[config.mk]
export PLATFORM = sky130hd
export DESIGN_NAME = chi2d_basis
export DESIGN_NICKNAME = d
export VERILOG_FILES = /design/src/sv/chi2d_pkg.sv /design/src/sv/chi2d_basis.sv
export SDC_FILE = /design/constraint.sdc
export NUM_CORES = 2
export LEC_CHECK = 0
export ABC_AREA = 1
export BUFFER_PORTS_ARGS = -buffer_cell sky130_fd_sc_hd__buf_2
export CAP_MARGIN = 30
export CORE_MARGIN = 8
export CORE_UTILIZATION = 45
export CTS_BUF_LIST = sky130_fd_sc_hd__clkbuf_8
export DETAILED_ROUTE_END_ITERATION = 8
export GPL_ROUTABILITY_DRIVEN = 0
export GPL_TIMING_DRIVEN = 0
export MAX_ROUTING_LAYER = met4
export PLACE_DENSITY_LB_ADDON = 0.1
export SETUP_SLACK_MARGIN = 0.3
export SYNTH_ARGS = -nofsm -noshare
export SYNTH_HDL_FRONTEND = slang
export SYNTH_SLANG_ARGS = --single-unit
export TNS_END_PERCENT = 30
[constraint.sdc]
create_clock -name i_clk -period 12.7 [get_ports i_clk]
set_clock_uncertainty 0.1 [all_clocks]
set_input_delay 2.54 -clock i_clk [delete_from_list [all_inputs] [get_ports i_clk]]
set_output_delay 2.54 -clock i_clk [all_outputs]
set_load 0.01 [all_outputs]
[src/sv/chi2d_pkg.sv]
`timescale 1ns / 1ps
// shared types, constants and width helpers for the 2-d hermite interpolator
// no dependencies
package chi2d_pkg;

    localparam int DATA_W    = 32;
    localparam int TS_W      = 16;
    localparam int TS_SHIFT  = 16;
    localparam int WS_FRAC   = 16;
    localparam int IN_FIELDS = 9;
    localparam int CFG_IDX_W = 2;

    localparam int NUM_STAGES = 9;
    localparam int ST_ALPHA   = 0;
    localparam int ST_CLAMP   = 1;
    localparam int ST_SQ      = 2;
    localparam int ST_CUBE    = 3;
    localparam int ST_BASIS   = 4;
    localparam int ST_TERM    = 5;
    localparam int ST_SUM     = 6;
    localparam int ST_PART    = 7;
    localparam int ST_OUT     = 8;

    typedef enum logic [CFG_IDX_W-1:0] {
        CFG_ALPHA_RATE    = 2'd0,
        CFG_TANGENT_SCALE = 2'd1,
        CFG_WORLD_SCALE   = 2'd2
    } t_cfg_idx;

    localparam logic [DATA_W-1:0] ALPHA_RATE_RST    = 32'd85899;
    localparam logic [TS_W-1:0]   TANGENT_SCALE_RST = 16'd3277;
    localparam logic [DATA_W-1:0] WORLD_SCALE_RST   = 32'd65536;

    typedef struct packed {
        logic [DATA_W-1:0] alpha_rate;
        logic [TS_W-1:0]   tangent_scale;
        logic [DATA_W-1:0] world_scale;
    } t_cfg;

    typedef logic [NUM_STAGES-1:0] t_stage_en;
    typedef logic signed [DATA_W-1:0] t_word;

    // width of the signed basis weights
    function automatic int basis_w(input int frac);
        return frac + 4;
    endfunction

    // width of the blended position after the fraction is dropped
    function automatic int pos_w(input int frac);
        return DATA_W + basis_w(frac) + 2 - frac;
    endfunction

endpackage

[src/sv/chi2d_basis.sv]
`timescale 1ns / 1ps
// alpha from elapsed time, clamp, powers and hermite basis weights (stages 0 to 4)
// depends on chi2d_pkg
module chi2d_basis #(
    parameter int FRAC_BITS = 16
) (
    input  logic                                     i_clk,
    input  chi2d_pkg::t_stage_en                     i_ld,
    input  logic [chi2d_pkg::DATA_W-1:0]             i_elapsed,
    input  logic [chi2d_pkg::DATA_W-1:0]             i_alpha_rate,
    output logic signed [chi2d_pkg::basis_w(FRAC_BITS)-1:0] o_h00,
    output logic signed [chi2d_pkg::basis_w(FRAC_BITS)-1:0] o_h10,
    output logic signed [chi2d_pkg::basis_w(FRAC_BITS)-1:0] o_h01,
    output logic signed [chi2d_pkg::basis_w(FRAC_BITS)-1:0] o_h11,
    output logic                                     o_ext
);
    import chi2d_pkg::*;

    localparam int TW        = FRAC_BITS + 1;
    localparam int SW        = FRAC_BITS + 2;
    localparam int HW        = basis_w(FRAC_BITS);
    localparam int PROD_W    = 2 * DATA_W;
    localparam int SQ_FULL_W = 2 * TW;
    localparam int CU_FULL_W = SW + TW;
    localparam logic [TW-1:0] T_LIM = TW'(3) << (FRAC_BITS - 1);
    localparam logic [TW-1:0] T_ONE = TW'(1) << FRAC_BITS;
    localparam logic signed [HW-1:0] H_ONE = HW'(1) << FRAC_BITS;

    logic [PROD_W-1:0]    n_prod_s0, r_prod_s0;
    logic [PROD_W-1:0]    w_t_raw;
    logic [TW-1:0]        n_t_s1, r_t_s1, r_t_s2, r_t_s3;
    logic                 n_ext_s1, r_ext_s1, r_ext_s2, r_ext_s3, r_ext_s4;
    logic [SQ_FULL_W-1:0] n_sq_full;
    logic [SW-1:0]        n_sq_s2, r_sq_s2, r_sq_s3;
    logic [CU_FULL_W-1:0] n_cu_full;
    logic [SW-1:0]        n_cu_s3, r_cu_s3;
    logic signed [HW-1:0] w_t, w_sq, w_cu;
    logic signed [HW-1:0] n_h00, n_h10, n_h01, n_h11;
    logic signed [HW-1:0] r_h00, r_h10, r_h01, r_h11;

    always_comb begin
        n_prod_s0 = PROD_W'(i_elapsed) * PROD_W'(i_alpha_rate);

        w_t_raw  = r_prod_s0 >> (DATA_W - FRAC_BITS);
        n_t_s1   = (w_t_raw > PROD_W'(T_LIM)) ? T_LIM : w_t_raw[TW-1:0];
        n_ext_s1 = w_t_raw > PROD_W'(T_ONE);

        n_sq_full = SQ_FULL_W'(r_t_s1) * SQ_FULL_W'(r_t_s1);
        n_sq_s2   = n_sq_full[FRAC_BITS +: SW];

        n_cu_full = CU_FULL_W'(r_sq_s2) * CU_FULL_W'(r_t_s2);
        n_cu_s3   = n_cu_full[FRAC_BITS +: SW];

        w_t   = $signed(HW'(r_t_s3));
        w_sq  = $signed(HW'(r_sq_s3));
        w_cu  = $signed(HW'(r_cu_s3));
        n_h00 = (w_cu <<< 1) - (w_sq <<< 1) - w_sq + H_ONE;
        n_h10 = w_cu - (w_sq <<< 1) + w_t;
        n_h01 = (w_sq <<< 1) + w_sq - (w_cu <<< 1);
        n_h11 = w_cu - w_sq;
    end

    always_ff @(posedge i_clk) begin
        if (i_ld[ST_ALPHA]) begin
            r_prod_s0 <= n_prod_s0;
        end
        if (i_ld[ST_CLAMP]) begin
            r_t_s1   <= n_t_s1;
            r_ext_s1 <= n_ext_s1;
        end
        if (i_ld[ST_SQ]) begin
            r_t_s2   <= r_t_s1;
            r_sq_s2  <= n_sq_s2;
            r_ext_s2 <= r_ext_s1;
        end
        if (i_ld[ST_CUBE]) begin
            r_t_s3   <= r_t_s2;
            r_sq_s3  <= r_sq_s2;
            r_cu_s3  <= n_cu_s3;
            r_ext_s3 <= r_ext_s2;
        end
        if (i_ld[ST_BASIS]) begin
            r_h00    <= n_h00;
            r_h10    <= n_h10;
            r_h01    <= n_h01;
            r_h11    <= n_h11;
            r_ext_s4 <= r_ext_s3;
        end
    end

    assign o_h00 = r_h00;
    assign o_h10 = r_h10;
    assign o_h01 = r_h01;
    assign o_h11 = r_h11;
    assign o_ext = r_ext_s4;

endmodule

==> results.py <==
metrics = {
    "outcome": {
        "outcome": "finished, final reports clean",
    },
    "clocking": {
        "post_cts_resized": 0,
        "hold_buffers": 0,
        "cts_tree": "yes",
        "cts_max_level": 2,
        "clk_path_buf_depth": 3,
        "cts_inserted_buffers": 38,
        "cts.sinks": 235,
        "post_cts_buffers": 0,
        "clock_latency_ps": 590,
        "cts-root-buf": "clkbuf_8",
        "clk_pin_slew_ps": 60,
    },
    "worst_setup_path": {
        "endpoint": "r_prod_s0[53]",
        "cp.required_ps": 12910,
        "critical_path_class": "input port to register",
        "crit_start": "i_alpha_rate[7]",
        "r2r-start": "r_t_s1[4]",
        "r2r_slack_ps": 5640,
        "cp_max_fo": 7,
        "reg2reg_depth": 21,
        "startpoint_type": "input port",
        "arrival_ps": 10280,
        "cp-end-kind": "register",
        "r2r-end": "r_sq_s2[10]",
    },
    "detailed_routing": {
        "final_antenna_net_count": 0,
        "drc_errors": 0,
        "wl_per_cell_um": 22.1,
        "finalWirelength_um": 231000,
        "via_per_inst": 5.14,
        "dr.pass1.iters": 6,
        "vias": 53600,
        "initialDrtViolationCount": 4992,
    },
    "timing": {
        "setup_slack_ps": 2630,
        "finalMaxSlewViolations": 0,
        "tightest_slew_ps": 1190,
        "finalCritPeriodShare": 0.793,
        "setup_tns_ps": 0,
        "fin_crit_ps": 10070,
        "fmax_ghz": 0.0993,
        "relSlewSlack": 0.204,
        "rsz0062_at_grt": "no",
        "hold_viol": 0,
        "setup_viol": 0,
    },
    "synth": {
        "yosys.area.top_type": "fa_1",
        "ys.flop_type": "edfxtp_1",
        "synthCells": 8220,
        "yosysSeqAreaShare": 0.107,
        "synth_top_area_share": 0.412,
        "yosys-top-cells-area": "fa_1 (41%), inv_1 (14%), nand2_1 (12%)",
        "synth_edf_count": 235,
        "synth_cell_types": 46,
        "synth_nets": 10200,
        "ys.warnings.count": 0,
        "synthTopCellsByCount": "inv_1 (2535), nand2_1 (2098), fa_1 (1358)",
        "synth_most_common_cell": "inv_1",
        "synth_area_um2": 65900,
        "synthArstFlopShare": 0,
        "synth.avg_cell_area_um2": 8.02,
        "ys_seq_elements": 235,
    },
    "global_route": {
        "antenna_found_initial": 17,
        "overflow": 0,
        "grt_start_max_net_pins": 49,
        "grt_usage": 0.302,
        "grt_pass1_wl_um": 347000,
        "grt_pass1_vias": 55500,
    },
    "cells_and_area": {
        "area_delta_synth_final_pct": 7.23,
        "filler_cell_count": 14500,
        "drive_gt1_frac": 0.0423,
        "nets": 10500,
        "final_area_um2": 70700,
    },
    "floorplanning": {
        "row_count": 140,
        "initial_core_util": 0.453,
        "core_area_um2": 146000,
        "die_x_um": 399,
        "die_h_um": 399,
        "die_area_um2": 159000,
        "pin_count": 155,
    },
    "placed_design": {
        "portBuffers": 150,
        "postPlaceCellArea_um2": 69600,
        "hpwl_um": 200000,
        "pre_cts_slack_ps": 2180,
    },
    "worst_hold_path": {
        "hold_path.class": "register to register",
        "min_path_cells": 0,
    },
    "job": {
        "cap_viol_max_count": 0,
    },
}
==> critical path, cell delays in order <==
cell and delay [ps]:
buf_2 370, clkbuf_1 690, buf_8 250, nand2_1 70, inv_1 120, fa_1 470, fa_1 520, inv_1 50
fa_1 460, fa_1 490, inv_1 50, fa_1 490, inv_1 50, fa_1 570, fa_1 540, fa_1 580
inv_1 60, ha_1 490, nand2_1 160, nor2_1 200, inv_2 70, o21ai_1 300, a21oi_1 70, nand2_1 200
nand2_1 190, nand4_1 110, nand2_1 90
==> through the flow <==
step,utilization,cells,hold WS (ps)
2_1_floorplan,-,8220,300
3_3_place_gp,0.475,10300,312
4_1_cts,0.483,10400,318
3_5_place_dp,0.478,10300,305
6_report,0.486,10400,317
5_1_grt,0.486,10400,330
==> layer usage <==
metal	share of wire	track usage	vias to the layer above	wire length (um)
met5	0	-	-	0
met4	0.042	0.0984	0	9730
met3	0.11	0.0810	429	25400
met2	0.42	0.439	2489	97000
met1	0.43	0.411	26700	98400
li1	-	-	24000	-
==> worst min path at each step <==
stage	start	end	slack (ps)
6_report	r_ext_s3	o_ext	320
5_1_grt	r_ext_s3	o_ext	330
4_1_cts	r_ext_s3	o_ext	320
3_5_place_dp	r_ext_s3	o_ext	300
3_3_place_gp	r_ext_s2	r_ext_s3	310
2_1_floorplan	r_ext_s3	o_ext	300
==> cell families (layout without fill, tap and decap cells) <==
| group | after synthesis | in the layout | synth area share |
|---|---|---|---|
| buffers and inverters | 2885 | 3161 | 0.164 |
| AND/OR/NAND/NOR | 2604 | 2604 | 0.156 |
| adder cells (fa/ha/maj) | 1921 | 1921 | 0.519 |
| AO/OA/AOI/OAI | 453 | 453 | 0.0375 |
| flip-flops | 235 | 235 | 0.107 |
| XOR/XNOR | 122 | 122 | 0.0162 |
| other | 0 | 16 | 0 |
==> cell usage in the layout, fill, tap and decap left out, types with 12 or more instances in the layout <==
cell type / count
a21o_1: 15
a21oi_1: 244
buf_2: 153
buf_8: 46
clkbuf_1: 290
clkbuf_8: 38
diode_2: 16
edfxtp_1: 235
fa_1: 1358
ha_1: 563
inv_1: 2546
inv_2: 51
nand2_1: 2098
nand3_1: 129
nand4_1: 21
nor2_1: 253
nor2_2: 21
nor3_1: 36
nor4_1: 16
o21a_1: 12
o21ai_0: 115
o21ai_1: 13
o21bai_1: 21
xnor2_1: 35
xor2_1: 87
==> state kept, by name, summed over array words and instances (netlist names), 17 cells and up <==
| name | cells |
|---|---|
| r_t_s3 | 17 |
| o_h10 | 20 |
| r_sq_s3 | 18 |
| r_t_s1 | 17 |
| r_prod_s0 | 48 |
| r_sq_s2 | 18 |
| r_t_s2 | 17 |
| o_h01 | 19 |
| o_h11 | 19 |
| o_h00 | 20 |
| r_cu_s3 | 18 |
==> cell type report <==
type                    count  area, um^2  area share
multi-input cells        5100       48000       0.679
inverters                2586        9710       0.137
flip-flops and latches    235        7060      0.0998
well taps                1917        2400      0.0339
repair buffers            207        1610      0.0228
plain buffers             299        1140      0.0161
clock buffers              38         523     0.00740
clock inverters            31         198     0.00280
diodes                     16        40.0    0.000566
Power is left out: the tool's default activity adds up to more than one toggle a clock period on the data nets, which glitch-free logic cannot reach.
